## src/hdl/epcc_pkg.sv

```systemverilog
// ----------------------------------------------------------------------------
// epcc_pkg: shared types and constants for the EVSE pilot charge control
// Holds the pilot state codes, the stream item layouts, the drive state
// and the proximity pilot classification thresholds.
// ----------------------------------------------------------------------------
package epcc_pkg;

  // decoded control pilot level
  typedef enum logic [2:0] {
    PS_A   = 3'd0,  // 12V, no vehicle
    PS_B   = 3'd1,  // 9V, vehicle present
    PS_C   = 3'd2,  // 6V, charge request
    PS_D   = 3'd3,  // 3V, charge with ventilation
    PS_E   = 3'd4,  // 0V
    PS_ERR = 3'd5,  // unknown error
    PS_F   = 3'd6,  // -12V
    PS_INV = 3'd7   // invalid reading
  } pilot_e;

  // input transaction, first field in the high bits
  typedef struct packed {
    logic [7:0]  requested_current;
    logic        lock_feedback;
    logic [11:0] pp_reading;
    pilot_e      pilot_state;
  } item_t;

  // result transaction, first field in the high bits
  typedef struct packed {
    logic       charging;
    logic       connected;
    logic       contactor_on;
    logic       motor_on;
    logic [7:0] pilot_duty;
    logic [5:0] cable_limit;
  } result_t;

  // drive state carried from one transaction to the next
  typedef struct packed {
    logic vehicle_full;
    logic motor_drive;
    logic contactor_drive;
  } drive_t;

  localparam int unsigned ITEM_W   = $bits(item_t);
  localparam int unsigned RESULT_W = $bits(result_t);
  localparam int unsigned S_DATA_W = ((ITEM_W + 7) / 8) * 8;
  localparam int unsigned M_DATA_W = ((RESULT_W + 7) / 8) * 8;

  localparam int unsigned CMAX_W      = 7;
  localparam logic [CMAX_W-1:0] CMAX_RESET = 7'd32;

  // configuration register indexes
  localparam logic REG_CONNECTOR_MAX = 1'b0;

  // proximity pilot windows (inclusive) and the matching cable ratings
  localparam logic [11:0] PP_13A_LO = 12'd2300;
  localparam logic [11:0] PP_13A_HI = 12'd2600;
  localparam logic [11:0] PP_20A_LO = 12'd1500;
  localparam logic [11:0] PP_20A_HI = 12'd1560;
  localparam logic [11:0] PP_32A_LO = 12'd580;
  localparam logic [11:0] PP_32A_HI = 12'd640;
  localparam logic [11:0] PP_63A_LO = 12'd220;
  localparam logic [11:0] PP_63A_HI = 12'd300;

  localparam logic [5:0] CABLE_13A  = 6'd13;
  localparam logic [5:0] CABLE_20A  = 6'd20;
  localparam logic [5:0] CABLE_32A  = 6'd32;
  localparam logic [5:0] CABLE_63A  = 6'd63;
  localparam logic [5:0] CABLE_NONE = 6'd0;

  // duty formula break point and constants, duty in per-mille
  localparam int unsigned LOW_AMPS_MAX = 50;
  localparam int unsigned HIGH_OFFSET  = 640;
  localparam int unsigned PERMILLE     = 1000;

endpackage

```

## src/hdl/epcc_core.sv

```systemverilog
// ----------------------------------------------------------------------------
// epcc_core: pilot charge control decision logic
// Classifies the cable, limits the current, looks up the pilot duty and
// applies the pilot state rules to the drive state.
// ----------------------------------------------------------------------------
module epcc_core #(
  parameter int unsigned DUTY_FULL_SCALE = 255
) (
  input  epcc_pkg::item_t               item_i,
  input  epcc_pkg::drive_t              drive_i,
  input  logic [epcc_pkg::CMAX_W-1:0]   cmax_i,
  output epcc_pkg::drive_t              drive_o,
  output epcc_pkg::result_t             result_o
);
  import epcc_pkg::*;

  logic [5:0] cable_limit;
  logic [7:0] amps_req_cmax;
  logic [5:0] amps;
  logic [7:0] duty_tbl [64];
  drive_t     drive_nxt;

  // duty per allowed current, worked out at elaboration
  for (genvar a = 0; a < 64; a++) begin : g_duty
    localparam int unsigned PM = (a <= LOW_AMPS_MAX) ? (a * 100) / 6
                                                     : a * 4 + HIGH_OFFSET;
    localparam int unsigned DV = (a == 0) ? DUTY_FULL_SCALE
                                          : (PM * DUTY_FULL_SCALE) / PERMILLE;
    localparam logic [31:0] DV_BITS = DV;
    assign duty_tbl[a] = DV_BITS[7:0];
  end

  // cable rating from the proximity pilot reading
  always_comb begin
    if (item_i.pp_reading >= PP_13A_LO && item_i.pp_reading <= PP_13A_HI) begin
      cable_limit = CABLE_13A;
    end else if (item_i.pp_reading >= PP_20A_LO && item_i.pp_reading <= PP_20A_HI) begin
      cable_limit = CABLE_20A;
    end else if (item_i.pp_reading >= PP_32A_LO && item_i.pp_reading <= PP_32A_HI) begin
      cable_limit = CABLE_32A;
    end else if (item_i.pp_reading >= PP_63A_LO && item_i.pp_reading <= PP_63A_HI) begin
      cable_limit = CABLE_63A;
    end else begin
      cable_limit = CABLE_NONE;
    end
  end

  // least of request, connector maximum and cable rating
  always_comb begin
    if ({1'b0, cmax_i} < item_i.requested_current) begin
      amps_req_cmax = {1'b0, cmax_i};
    end else begin
      amps_req_cmax = item_i.requested_current;
    end
    if ({2'b00, cable_limit} < amps_req_cmax) begin
      amps = cable_limit;
    end else begin
      amps = amps_req_cmax[5:0];
    end
  end

  // pilot state rules
  always_comb begin
    drive_nxt = drive_i;
    case (item_i.pilot_state)
      PS_A: begin
        drive_nxt = '0;
      end
      PS_B: begin
        if (drive_i.vehicle_full) begin
          drive_nxt.motor_drive     = 1'b0;
          drive_nxt.contactor_drive = 1'b0;
        end else begin
          drive_nxt.motor_drive = 1'b1;
        end
      end
      PS_C: begin
        drive_nxt.motor_drive  = 1'b1;
        drive_nxt.vehicle_full = 1'b1;
        if (!item_i.lock_feedback) begin
          drive_nxt.contactor_drive = 1'b1;
        end
      end
      PS_D: begin
        drive_nxt.vehicle_full = 1'b1;
      end
      PS_E, PS_F: begin
        drive_nxt = drive_i;
      end
      default: begin
        // error and invalid readings drop both drives
        drive_nxt.motor_drive     = 1'b0;
        drive_nxt.contactor_drive = 1'b0;
      end
    endcase
  end

  // result assembly
  always_comb begin
    result_o.cable_limit  = cable_limit;
    result_o.pilot_duty   = duty_tbl[amps];
    result_o.motor_on     = drive_nxt.motor_drive;
    result_o.contactor_on = drive_nxt.contactor_drive;
    result_o.connected    = (item_i.pilot_state == PS_B) || (item_i.pilot_state == PS_C) ||
                            (item_i.pilot_state == PS_D);
    result_o.charging     = (item_i.pilot_state == PS_C) || (item_i.pilot_state == PS_D);
  end

  assign drive_o = drive_nxt;

endmodule

```

## src/hdl/evse_pilot_charge_control_top.sv

```systemverilog
// An accepted input transaction passes the input register, then the result register, to the master side.
// Throughput: one transaction per cycle; an input register and a result register
// hold the two stages; while a result waits the input register takes one more
// transaction, then the input side stalls until the result is taken.
// Reset: asynchronous, active low; clears both stage valids, the drive state and
// sets the connector maximum to 32 A.
// ----------------------------------------------------------------------------
// evse_pilot_charge_control_top: EVSE control pilot charge controller
// Stream in pilot samples, stream out cable limit, pilot duty and drive flags.
// ----------------------------------------------------------------------------
module evse_pilot_charge_control_top #(
  parameter int unsigned DUTY_FULL_SCALE = 255
) (
  input  logic                          clk_i,
  input  logic                          rst_ni,
  // input stream
  input  logic                          s_axis_tvalid,
  output logic                          s_axis_tready,
  // tdata: pilot_state[2:0], pp_reading[14:3], lock_feedback[15], requested_current[23:16]
  input  logic [epcc_pkg::S_DATA_W-1:0] s_axis_tdata,
  // result stream
  output logic                          m_axis_tvalid,
  input  logic                          m_axis_tready,
  // tdata: cable_limit[5:0], pilot_duty[13:6], motor_on[14], contactor_on[15],
  //        connected[16], charging[17], zero above
  output logic [epcc_pkg::M_DATA_W-1:0] m_axis_tdata,
  // configuration port
  input  logic                          psel,
  input  logic                          penable,
  input  logic                          pwrite,
  input  logic [2:0]                    paddr,
  input  logic [31:0]                   pwdata,
  output logic [31:0]                   prdata,
  output logic                          pready
);
  import epcc_pkg::*;

  logic              in_valid_q;
  item_t             in_q;
  logic              out_valid_q;
  result_t           out_q;
  drive_t            drive_q;
  drive_t            drive_d;
  result_t           result_d;
  logic [CMAX_W-1:0] cmax_q;
  logic              out_load;
  logic              in_accept;
  logic              cfg_write;

  // stage handshakes
  assign out_load      = in_valid_q && (!out_valid_q || m_axis_tready);
  assign s_axis_tready = !in_valid_q || out_load;
  assign in_accept     = s_axis_tvalid && s_axis_tready;

  // configuration register
  assign pready    = 1'b1;
  assign cfg_write = psel && penable && pwrite && pready && (paddr[2] == REG_CONNECTOR_MAX);

  always_ff @(posedge clk_i or negedge rst_ni) begin
    if (!rst_ni) begin
      cmax_q <= CMAX_RESET;
    end else if (cfg_write) begin
      cmax_q <= pwdata[CMAX_W-1:0];
    end
  end

  always_comb begin
    prdata = '0;
    if (paddr[2] == REG_CONNECTOR_MAX) begin
      prdata[CMAX_W-1:0] = cmax_q;
    end
  end

  // decision logic
  epcc_core #(
    .DUTY_FULL_SCALE(DUTY_FULL_SCALE)
  ) u_core (
    .item_i  (in_q),
    .drive_i (drive_q),
    .cmax_i  (cmax_q),
    .drive_o (drive_d),
    .result_o(result_d)
  );

  // stage valids and drive state
  always_ff @(posedge clk_i or negedge rst_ni) begin
    if (!rst_ni) begin
      in_valid_q  <= 1'b0;
      out_valid_q <= 1'b0;
      drive_q     <= '0;
    end else begin
      if (in_accept) begin
        in_valid_q <= 1'b1;
      end else if (out_load) begin
        in_valid_q <= 1'b0;
      end
      if (out_load) begin
        out_valid_q <= 1'b1;
        drive_q     <= drive_d;
      end else if (m_axis_tready) begin
        out_valid_q <= 1'b0;
      end
    end
  end

  // payload registers
  always_ff @(posedge clk_i) begin
    if (in_accept) begin
      in_q <= item_t'(s_axis_tdata[ITEM_W-1:0]);
    end
    if (out_load) begin
      out_q <= result_d;
    end
  end

  assign m_axis_tvalid = out_valid_q;
  assign m_axis_tdata  = {{(M_DATA_W - RESULT_W){1'b0}}, out_q};

endmodule

```

## config.mk

```make
export PLATFORM = sky130hd
export DESIGN_NAME = evse_pilot_charge_control_top
export DESIGN_NICKNAME = d
export VERILOG_FILES = /design/src/hdl/epcc_pkg.sv /design/src/hdl/epcc_core.sv /design/src/hdl/evse_pilot_charge_control_top.sv
export SDC_FILE = /design/constraint.sdc
export NUM_CORES = 1
export LEC_CHECK = 0
export BUFFER_PORTS_ARGS = -buffer_cell sky130_fd_sc_hd__buf_4
export CORE_ASPECT_RATIO = 1.1
export CORE_MARGIN = 1.5
export CORE_UTILIZATION = 51
export DETAILED_ROUTE_END_ITERATION = 10
export PLACE_DENSITY = 0.81
export SLEW_MARGIN = 10
export SYNTH_ARGS = -nofsm -noshare
export SYNTH_HDL_FRONTEND = slang
export SYNTH_HIERARCHICAL = 1
export SYNTH_SLANG_ARGS = --single-unit
```

## constraint.sdc

```tcl
create_clock -name clk_i -period 4.6 [get_ports clk_i]
set_clock_uncertainty 0.15 [all_clocks]
set_input_delay 0.46 -clock clk_i [delete_from_list [all_inputs] [get_ports clk_i]]
set_output_delay 0.46 -clock clk_i [all_outputs]
set_load 0.03 [all_outputs]
```

==> results of run 1 <==
[where the power goes]
group	leakage, nW	switching (mW)	internal [mW]
clock network	0.0539	0.156	0.141
logic	1.37	0.457	0.335
registers	0.546	0.0433	0.616
[metrics by stage]
step	setup WS (ps)	instance area (sq um)	hold WS, ps	TNS [ps]	util
detailed placement	94.66	4143	158.3	0	0.6174
global route	-14.61	4395	154.2	-14.61	0.6550
global placement	214.5	4143	154.3	0	0.6174
CTS	33.34	4257	163.9	0	0.6343
floorplan	359.3	3696	14.41	0	-
finish	194.3	4395	172.5	0	0.6550
[cells by family (layout without fill, tap and decap cells)]
logic type / count (synthesis) / in the layout
buffers and inverters: 59 / 120
and+or+nand+nor: 98 / 98
adders and majority gates: 19 / 19
DFF: 54 / 54
muxes: 19 / 19
AOI/OAI and AO/OA: 91 / 91
other: 2 / 32
[cell usage in the layout (no fill, tap or decap), types with 11 or more instances in the layout]
master and count:
sky130_fd_sc_hd__nor2_1 23, sky130_fd_sc_hd__ha_1 18, sky130_fd_sc_hd__mux2_2 14, sky130_fd_sc_hd__edfxtp_1 42, sky130_fd_sc_hd__inv_1 18, sky130_fd_sc_hd__buf_4 89, sky130_fd_sc_hd__dfrtp_1 11, sky130_fd_sc_hd__conb_1 32
sky130_fd_sc_hd__a21oi_1 18, sky130_fd_sc_hd__nand2_1 12
[Yosys cell counts, types with 2 or more instances]
cell type                   instances  area, sq um
sky130_fd_sc_hd__o21a_1             5        37.54
sky130_fd_sc_hd__nor3_1             8        40.04
sky130_fd_sc_hd__buf_4             36        270.3
sky130_fd_sc_hd__a21boi_0           2        15.01
sky130_fd_sc_hd__or2_2              2        12.51
sky130_fd_sc_hd__o31ai_1            2        15.01
sky130_fd_sc_hd__edfxtp_1          42         1261
sky130_fd_sc_hd__nor2b_1            3        18.77
sky130_fd_sc_hd__o22ai_1            5        31.28
sky130_fd_sc_hd__o32ai_1            2        17.52
sky130_fd_sc_hd__and3_1             2        12.51
sky130_fd_sc_hd__a21o_1             4        30.03
sky130_fd_sc_hd__dfrtp_1           11        275.3
sky130_fd_sc_hd__nand3b_1           3        22.52
sky130_fd_sc_hd__a31oi_1            6        37.54
sky130_fd_sc_hd__mux2_2            14        157.7
sky130_fd_sc_hd__nor2_1            25        93.84
sky130_fd_sc_hd__nand2b_1          10        62.56
sky130_fd_sc_hd__o21ai_0           10        50.05
sky130_fd_sc_hd__inv_1             19        71.32
sky130_fd_sc_hd__a211oi_1           4        30.03
sky130_fd_sc_hd__a21oi_1           21        105.1
sky130_fd_sc_hd__o21ai_2            2        17.52
sky130_fd_sc_hd__o21ai_1            3        15.01
sky130_fd_sc_hd__and2b_2            7        61.31
sky130_fd_sc_hd__nand3_1           11        55.05
sky130_fd_sc_hd__ha_1              19        237.7
sky130_fd_sc_hd__nand2_1           14        52.55
sky130_fd_sc_hd__o2111ai_1          2        17.52
sky130_fd_sc_hd__and2_1             2        12.51
sky130_fd_sc_hd__buf_2              2        10.01
sky130_fd_sc_hd__conb_1             2        7.510
sky130_fd_sc_hd__a21boi_1           2        15.01
sky130_fd_sc_hd__o211ai_1           4        30.03
sky130_fd_sc_hd__mux2i_1            5        50.05
[final timing paths]
path                                    end  slack, ps  depth (start not counted)
max                        m_axis_tdata[11]        190                         19
max in group asynchronous         cmax_q[5]       3710                          2
min                                 in_q[3]        170                          1
min reg2reg                   m_axis_tvalid        350                          1
max reg2reg                m_axis_tdata[11]        190                         19
min in group asynchronous        drive_q[0]        360                          2
[worst max-delay path, delay by kind of cell, from the launching register on]
kind | cells | cell delay (ps)
AO/OA/AOI/OAI | 9 | 1960
adder cells (fa/ha/maj) | 3 | 740
buffers and inverters | 3 | 440
flip-flops | 1 | 580
AND/OR/NAND/NOR | 4 | 420
[sequential cells by signal, summed over array words and instances, names as in the netlist]
| name | flops |
|---|---|
| drive_q | 3 |
| cmax_q | 7 |
| in_q | 24 |
| in_valid_q | 1 |
| m_axis_tdata | 18 |
| m_axis_tvalid | 1 |
[per-layer routing]
metal,vias to the layer above,part of all wire,track usage
li1,1380,-,-
met1,1324,0.42,0.2583
met4,0,0.023,0.07361
met2,146,0.50,0.3604
met3,21,0.056,0.03199
met5,-,0,0
[final cells by class]
cell class                 instances  area, sq um  share of cell area
multi-input combinational        259         1828              0.4159
sequential                        54         1563              0.3555
timing repair buffer              92        723.2              0.1645
tap                               82        102.6             0.02334
clock buffer                       7        97.59             0.02220
inverter                          20        75.07             0.01708
clock inverter                     1        6.256            0.001423
[repair_timing]
action / in CTS / in global routing
endpoints found under the hold margin: 11 / 0
gates resized for setup: 0 / 18
hold buffers: 1 / 0
endpoints found under the setup margin: 0 / 7
setup buffers: 0 / 8
==> results.json, run 1 <==
{
  "drtPass1Iterations": 8,
  "crit_required_ps": 4630,
  "critical_path_s_most_frequent_cell": "sky130_fd_sc_hd__ha_1",
  "antenna_found_initial": 0,
  "cap_violations": 0,
  "asyncSetResetFlopFracSynth": 0.2222,
  "postRouteAntennaNets": 0,
  "crit_slowest_cell": "sky130_fd_sc_hd__dfstp_2",
  "antenna-diode-count": 0,
  "path_cells": "ha_1, nand3b_1, o22ai_1, a21oi_2, buf_12, nor2_1, a21oi_1, ha_1, a21o_1, a21oi_1, o21a_1, buf_4, o211ai_1, nand2_2, inv_2, ha_1, a31oi_1, a2111o_1, nand3_1",
  "die_w_microns": 82.92,
  "buffer_ports.inserted": 65,
  "die_h_microns": 90.92,
  "mappedNetlistArea_sq_um": 3583,
  "nets": 517,
  "synth-main-ff-cell": "sky130_fd_sc_hd__edfxtp_1",
  "crit_path_start": "cmax_q[5]",
  "synth_compound_gate_area_share": 0.1833,
  "fmax_mhz": 227.0,
  "synth_sequential_area_ratio": 0.4361,
  "synth_cell_types": 66,
  "grt_max_degree": 25,
  "critical_path.reg2reg.startpoint": "cmax_q[5]",
  "synth_cells": 342,
  "leakagePower_nw": 1.968,
  "synth-seq-cells": 54,
  "finalSetupViolations": 0,
  "dpl.hpwl_mm": 5.653,
  "core_area_sq_um": 6710,
  "grt_pass1_vias": 2714,
  "p_per_area_nw_per_um2": 397.9,
  "detail_route.wl_per_cell_microns": 15.24,
  "die_area_sq_um": 7539,
  "drc_errors": 0,
  "yosys.area_share.xor_xnor": 0,
  "cp-start-kind": "flip-flop",
  "report.final.slew_viol_count": 0,
  "timing_hold_violations_final": 0,
  "run_status": "complete, no violations",
  "root_buffer": "sky130_fd_sc_hd__clkbuf_8",
  "ratio_of_cells_with_drive_above_1_in_the_final_layout": 0.3441,
  "cts.reportedPaths.clkPinSlew_ps": 100,
  "synthMuxAreaShare": 0.05796,
  "min_period_over_period": 0.9578,
  "cts_inserted_buffers": 5,
  "detailroute.via_count": 2871,
  "synthAdderAreaFrac": 0.06634,
  "place.detailed.instances": 497,
  "ys.warnings.count": 6,
  "cp.arrival_ps": 4440,
  "max-vdd-ir-drop_mv": 0.2161,
  "synth_area_in_simple_gates": 0.1540,
  "combinational_family_with_the_most_area_after_synthesis": "compound AO/OA/AOI/OAI gates",
  "worst_setup_path_end_kind": "flip-flop",
  "total_global_route_track_usage": 0.2062,
  "cpPeakStageDelay_ps": 580,
  "relSlewSlack": 0.3007,
  "min-delay-path-class": "primary input to flip-flop",
  "fillerInstances": 499,
  "routed_wl_mm": 7.850,
  "floorplan.initialDensity": 0.5340,
  "ctsLongestPathBuffers": 2,
  "worstMarginPinSlew_ps": 1049,
  "dr.first_iter.drc_count": 216,
  "areaGrowthSynthToFinish_pct": 22.66,
  "criticalPathCategory": "flip-flop to flip-flop",
  "clock_tree_from_tritoncts": "done",
  "grt_pass1_wl_mm": 12.71,
  "number_of_standard_cells_in_the_layout_taps_in_and_fillers_out": 515,
  "post_synth.cell_area_avg_sq_um": 10.48,
  "num_io_pins": 125,
  "cts_max_level": 2,
  "worstHoldStart": "s_axis_tdata[3]",
  "viasPerCell": 5.575,
  "grt_remaining_overflow": 0,
  "row_count": 31,
  "clock_sinks": 54,
  "post-route-min-period_ps": 4406,
  "cp_max_fo": 11,
  "clk-insertion-delay-late_ps": 300,
  "synth_edf_count": 42,
  "routability_cong": 0.9605,
  "power_mw": 1.749
}
No activity file was read; power rests on OpenSTA's default activity.
==> inputs of run 2 (changes only) <==
--- a/config.mk
+++ b/config.mk
@@ -8,9 +8,9 @@
 export BUFFER_PORTS_ARGS = -buffer_cell sky130_fd_sc_hd__buf_4
 export CORE_ASPECT_RATIO = 1.1
 export CORE_MARGIN = 1.5
-export CORE_UTILIZATION = 51
+export CORE_UTILIZATION = 55
 export DETAILED_ROUTE_END_ITERATION = 10
-export PLACE_DENSITY = 0.81
+export PLACE_DENSITY = 0.87
 export SLEW_MARGIN = 10
 export SYNTH_ARGS = -nofsm -noshare
 export SYNTH_HDL_FRONTEND = slang
==> constraint.sdc (replaced) <==
create_clock -name clk_i -period 5.15 [get_ports clk_i]
set_clock_uncertainty 0.15 [all_clocks]
set_input_delay 0.515 -clock clk_i [delete_from_list [all_inputs] [get_ports clk_i]]
set_output_delay 0.515 -clock clk_i [all_outputs]
set_load 0.03 [all_outputs]
==> run 2 against run 1 <==
  * Cell area fell by 5.8%
  * Sequential share of layout area grew 2.2 points
  * Non-clock buffer count down 21
  * Critical path type unchanged
  * Critical endpoint is now m_axis_tdata[10]
  * Largest cell class unchanged
  * Largest power group unchanged
==> results.json, run 2 (synthesis results as in run 1) <==
{
  "leakagePower_nw": 1.845,
  "cp-start-kind": "flip-flop",
  "grt_pass1_vias": 2619,
  "cts.reportedPaths.clkPinSlew_ps": 100,
  "switchingPower_uw": 557.6,
  "final_common_cell": "sky130_fd_sc_hd__buf_4",
  "ratio_of_cells_with_drive_above_1_in_the_final_layout": 0.2840,
  "max-vdd-ir-drop_mv": 0.2003,
  "cap_violations": 0,
  "seqPwrFrac": 0.410,
  "die_h_microns": 87.66,
  "mostFrequentLayoutCells": "70 x sky130_fd_sc_hd__buf_4, 42 x sky130_fd_sc_hd__edfxtp_1, 32 x sky130_fd_sc_hd__conb_1",
  "fillerInstances": 479,
  "crit_required_ps": 5040,
  "worstHoldStart": "s_axis_tdata[5]",
  "die_w_microns": 79.96,
  "antenna_found_initial": 0,
  "cpPeakStageDelay_ps": 590,
  "clockPowerShare": 0.162,
  "postRouteAntennaNets": 0,
  "rsz0062_at_grt": "false",
  "regMostFlops": "in_q",
  "routed_wl_mm": 7.256,
  "ctsLongestPathBuffers": 2,
  "cts_inserted_buffers": 5,
  "routability_cong": 0.9410,
  "cp.arrival_ps": 4720,
  "floorplan.initialDensity": 0.5751,
  "cts_max_level": 2,
  "clk-insertion-delay-late_ps": 310,
  "die_area_sq_um": 7009,
  "timing_hold_violations_final": 0,
  "dr.first_iter.drc_count": 250,
  "drtPass1Iterations": 4,
  "antenna-diode-count": 0,
  "worst_setup_path_end_kind": "flip-flop",
  "total_global_route_track_usage": 0.2183,
  "report.final.slew_viol_count": 0,
  "cellInternalPower_uw": 892.6,
  "largest_register_ff_count": 24,
  "power.share.switching": 0.3845,
  "grt_remaining_overflow": 0,
  "crit_path_start": "cmax_q[5]",
  "crit_slowest_cell": "sky130_fd_sc_hd__dfstp_2",
  "grt_max_degree": 25,
  "critical_path.reg2reg.startpoint": "cmax_q[5]",
  "clock_sinks": 54,
  "cp_max_fo": 12,
  "num_io_pins": 125,
  "relSlewSlack": 0.3255,
  "detailroute.via_count": 2800,
  "root_buffer": "sky130_fd_sc_hd__clkbuf_8",
  "buffer_ports.inserted": 65,
  "viasPerCell": 5.691,
  "grt_pass1_wl_mm": 11.89,
  "nets": 496,
  "drc_errors": 0,
  "clock_tree_from_tritoncts": "done",
  "worstMarginPinSlew_ps": 1012,
  "setup-tns-final_ps": 0,
  "p_per_area_nw_per_um2": 350.1,
  "run_status": "complete, no violations",
  "dpl.hpwl_mm": 5.618,
  "finalSetupViolations": 0,
  "critical_path_s_most_frequent_cell": "sky130_fd_sc_hd__ha_1",
  "combPwrFrac": 0.428,
  "power_mw": 1.450,
  "detail_route.wl_per_cell_microns": 14.75,
  "areaGrowthSynthToFinish_pct": 15.61,
  "min-delay-path-class": "primary input to flip-flop",
  "min_period_over_period": 0.9370,
  "core_area_sq_um": 6231,
  "row_count": 30,
  "fmax_mhz": 207.2,
  "post-route-min-period_ps": 4825,
  "criticalPathCategory": "flip-flop to flip-flop",
  "path_cells": "ha_1, nand3b_1, o22ai_1, a21oi_2, buf_4, nor2_1, a21oi_1, ha_1, and3_1, nand3_1, nor2_1, mux2i_1, a21oi_2, o21ai_0, o21a_2, inv_1, ha_1, a21boi_0, o21a_1, o22ai_1"
}
-- run 2: cell count changes in the layout (fill, tap and decap cells not counted), sizes merged --
| cell | before | now |
|---|---|---|
| buf | 90 | 70 |
| clkbuf | 8 | 6 |
| clkinv | 0 | 1 |
-- run 2: path summary, 6_finish.rpt --
path,endpoint,slack [ps],depth (start not counted)
max,m_axis_tdata[10],320,20
min reg2reg,m_axis_tvalid,360,1
max reg2reg,m_axis_tdata[10],320,20
min,in_q[5],220,1
min in group asynchronous,cmax_q[2],430,2
max in group asynchronous,cmax_q[5],4190,2
-- run 2: routing by layer --
| layer | track usage | up-vias | part of all wire | routed length, microns |
|---|---|---|---|---|
| met1 | 0.2720 | 1322 | 0.40 | 2920 |
| met2 | 0.3804 | 130 | 0.51 | 3725 |
| met4 | 0.07367 | 0 | 0.014 | 100 |
| li1 | - | 1340 | - | - |
| met5 | 0 | - | 0 | 0 |
| met3 | 0.04167 | 8 | 0.070 | 510 |
-- run 2: power groups by stage --
stage | sequential (mW) | clock, mW | combinational, mW
6_report | 0.595 | 0.234 | 0.621
4_1_cts | 0.595 | 0.238 | 0.609
3_3_place_gp | 0.601 | 0 | 0.585
3_5_place_dp | 0.605 | 0 | 0.605
2_1_floorplan | 0.648 | 0 | 0.407
5_1_grt | 0.603 | 0.261 | 0.676
-- run 2: cell type report --
type | instances | area [sq um] | area share
Tap cell | 80 | 100.1 | 0.02416
Timing Repair Buffer | 71 | 535.5 | 0.1293
Sequential cell | 54 | 1563 | 0.3772
Clock inverter | 2 | 13.76 | 0.003322
Clock buffer | 6 | 72.57 | 0.01752
Multi-Input combinational cell | 259 | 1783 | 0.4304
Inverter | 20 | 75.07 | 0.01812
-- run 2: timing repair --
action	4_1_cts	5_1_grt
hold endpoints to repair	11	0
setup buffers	0	0
endpoints found under the setup margin	0	6
resized for setup	0	3
hold buffers	1	0
-- run 2: through the flow --
step	utilization	setup slack [ps]	area [sq um]	hold WS (ps)	std cells
after floorplan	-	909.3	3696	69.41	372
after global placement	0.6480	451.6	4038	209.9	483
after detailed placement	0.6480	294.4	4038	209.7	483
after CTS	0.6635	260.6	4134	219.1	492
after global routing	0.6649	2.355	4143	199.3	492
final	0.6649	324.6	4143	224.0	492
-- run 2: worst max-delay path: cells and delay by family (launching register included) --
family,cells,cell delay [ps]
flip-flops,1,590
AO/OA/AOI/OAI,9,1860
multiplexers,1,230
buffers and inverters,2,330
AND/OR/NAND/NOR,5,570
adder cells (fa/ha/maj),3,820
==> inputs of run 3 (changes only) <==
--- a/config.mk
+++ b/config.mk
@@ -8,9 +8,9 @@
 export BUFFER_PORTS_ARGS = -buffer_cell sky130_fd_sc_hd__buf_4
 export CORE_ASPECT_RATIO = 1.1
 export CORE_MARGIN = 1.5
-export CORE_UTILIZATION = 55
+export CORE_UTILIZATION = 51
 export DETAILED_ROUTE_END_ITERATION = 10
-export PLACE_DENSITY = 0.87
+export PLACE_DENSITY = 0.81
 export SLEW_MARGIN = 10
 export SYNTH_ARGS = -nofsm -noshare
 export SYNTH_HDL_FRONTEND = slang
==> constraint.sdc (replaced) <==
create_clock -name clk_i -period 4.9 [get_ports clk_i]
set_clock_uncertainty 0.15 [all_clocks]
set_input_delay 0.49 -clock clk_i [delete_from_list [all_inputs] [get_ports clk_i]]
set_output_delay 0.49 -clock clk_i [all_outputs]
set_load 0.03 [all_outputs]
==> run 3 against run 2 <==
  * First-iteration DRC count decreased by 17%
  * Cell area rose by 1.0%
  * Die area increased by 7.6%
  * Global-route usage is 2.9 points lower
==> results.json, run 3 (synthesis results as in run 1) <==
{
  "final_common_cell": "sky130_fd_sc_hd__buf_4",
  "die_area_sq_um": 7539,
  "clk-insertion-delay-late_ps": 300,
  "core_area_sq_um": 6710,
  "drc_errors": 0,
  "clockPowerShare": 0.189,
  "floorplan.initialDensity": 0.5340,
  "grt_pass1_vias": 2619,
  "p_per_area_nw_per_um2": 376.8,
  "min-delay-path-class": "primary input to flip-flop",
  "regMostFlops": "in_q",
  "max-vdd-ir-drop_mv": 0.2200,
  "total_global_route_track_usage": 0.1889,
  "grt_remaining_overflow": 0,
  "routability_cong": 0.9492,
  "cts_inserted_buffers": 5,
  "worst_setup_path_end_kind": "flip-flop",
  "row_count": 31,
  "dpl.hpwl_mm": 5.446,
  "grt_pass1_wl_mm": 11.91,
  "dr.first_iter.drc_count": 207,
  "number_of_standard_cells_in_the_layout_taps_in_and_fillers_out": 495,
  "cp-start-kind": "flip-flop",
  "die_h_microns": 90.92,
  "relSlewSlack": 0.3034,
  "finalInstanceArea_sq_um": 4184,
  "hold-worst-slack_ps": 207.4,
  "antenna_found_initial": 0,
  "areaGrowthSynthToFinish_pct": 16.76,
  "leakagePower_nw": 1.857,
  "mostFrequentLayoutCells": "70 x sky130_fd_sc_hd__buf_4, 42 x sky130_fd_sc_hd__edfxtp_1, 32 x sky130_fd_sc_hd__conb_1",
  "cp_max_fo": 9,
  "rsz0062_at_grt": "false",
  "timing_hold_violations_final": 0,
  "postRouteAntennaNets": 0,
  "clock_sinks": 54,
  "drtPass1Iterations": 5,
  "largest_register_ff_count": 24,
  "switchingPower_uw": 583.0,
  "criticalPathCategory": "flip-flop to flip-flop",
  "cts.reportedPaths.clkPinSlew_ps": 100,
  "nets": 497,
  "grt_max_degree": 25,
  "run_status": "complete, no violations",
  "post-route-min-period_ps": 4544,
  "num_io_pins": 125,
  "routed_wl_mm": 7.062,
  "combPwrFrac": 0.414,
  "cts_max_level": 2,
  "place.detailed.instances": 486,
  "detail_route.wl_per_cell_microns": 14.27,
  "buffer_ports.inserted": 65,
  "postLayoutCoreUtil": 0.6235,
  "ctsLongestPathBuffers": 2,
  "worstMarginPinSlew_ps": 1045,
  "viasPerCell": 5.549,
  "antenna-diode-count": 0,
  "crit_required_ps": 4920,
  "cp.arrival_ps": 4570,
  "cellInternalPower_uw": 993.4,
  "fmax_mhz": 220.1,
  "ratio_of_cells_with_drive_above_1_in_the_final_layout": 0.2881,
  "min_period_over_period": 0.9274,
  "report.final.slew_viol_count": 0,
  "detailroute.via_count": 2747,
  "seqPwrFrac": 0.396,
  "die_w_microns": 82.92,
  "root_buffer": "sky130_fd_sc_hd__clkbuf_8",
  "power.share.switching": 0.3698,
  "cap_violations": 0,
  "postPlaceCellArea_sq_um": 4048,
  "finalSetupViolations": 0,
  "setup-tns-final_ps": 0,
  "clock_tree_from_tritoncts": "done"
}
## run 3: cell count changes in the layout (fill, tap and decap cells not counted), sizes merged
cell,previous run,this run
bufinv,0,1
buf,70,71
clkinv,1,0
## run 3: worst paths after layout
kind | start | end | slack, ps | cells past startpoint
worst max-delay path | in_q[9] | m_axis_tdata[11] | 360 | 18
worst min-delay path | s_axis_tdata[17] | in_q[17] | 210 | 1
worst max register to register | in_q[9] | m_axis_tdata[11] | 360 | 18
worst min register to register | in_valid_q | m_axis_tvalid | 350 | 1
max in group asynchronous | rst_ni | cmax_q[5] | 3980 | 2
min in group asynchronous | rst_ni | drive_q[1] | 390 | 2
## run 3: layout make-up
class | count | area (sq um)
Fill cell | 542 | 2526
Clock buffer | 6 | 72.57
Timing Repair Buffer | 72 | 546.8
Inverter | 20 | 75.07
Clock inverter | 2 | 36.28
Multi-Input combinational cell | 259 | 1788
Sequential cell | 54 | 1563
Tap cell | 82 | 102.6
## run 3: through the flow
stage,worst slack [ps],power (mW)
floorplan,659.3,1.109
global placement,467.0,1.255
detailed placement,403.4,1.271
CTS,357.9,1.574
finish,355.9,1.576
global route,22.76,1.675
## run 3: power groups by stage
stage | clock network (mW) | logic [mW] | registers [mW]
2_1_floorplan | 0 | 0.428 | 0.681
3_3_place_gp | 0 | 0.623 | 0.631
3_5_place_dp | 0 | 0.637 | 0.635
4_1_cts | 0.309 | 0.641 | 0.624
5_1_grt | 0.326 | 0.714 | 0.635
6_report | 0.299 | 0.653 | 0.625
## run 3: critical path, cell delays in order, from the launching register on
cell                       delay [ps]
sky130_fd_sc_hd__edfxtp_1         480
sky130_fd_sc_hd__or4b_1           560
sky130_fd_sc_hd__o32ai_1          340
sky130_fd_sc_hd__nand3b_1         140
sky130_fd_sc_hd__or3b_4           280
sky130_fd_sc_hd__ha_1             260
sky130_fd_sc_hd__and3_1           160
sky130_fd_sc_hd__nand3_1          140
sky130_fd_sc_hd__nor2_1            80
sky130_fd_sc_hd__mux2_2           300
sky130_fd_sc_hd__o21ai_2          110
sky130_fd_sc_hd__o21ai_2          170
sky130_fd_sc_hd__nand2_1          110
sky130_fd_sc_hd__nand2_1          120
sky130_fd_sc_hd__inv_1            200
sky130_fd_sc_hd__ha_1             220
sky130_fd_sc_hd__a31oi_1           90
sky130_fd_sc_hd__a2111o_1         400
sky130_fd_sc_hd__nand3_1          100
## run 3: metal layers
layer / vias to the layer above / global-route usage / wire length (microns)
met5: - / 0 / 0
met4: 0 / 0.06250 / 101
met3: 11 / 0.03382 / 370
met2: 114 / 0.3164 / 3448
met1: 1288 / 0.2475 / 3142
li1: 1334 / - / -
## run 3: what timing repair did
action / 4_1_cts / 5_1_grt
buffers inserted: 0 / 0
hold buffers: 1 / 0
setup endpoints to repair: 0 / 4
hold endpoints to repair: 11 / 0
gates resized for setup: 0 / 5
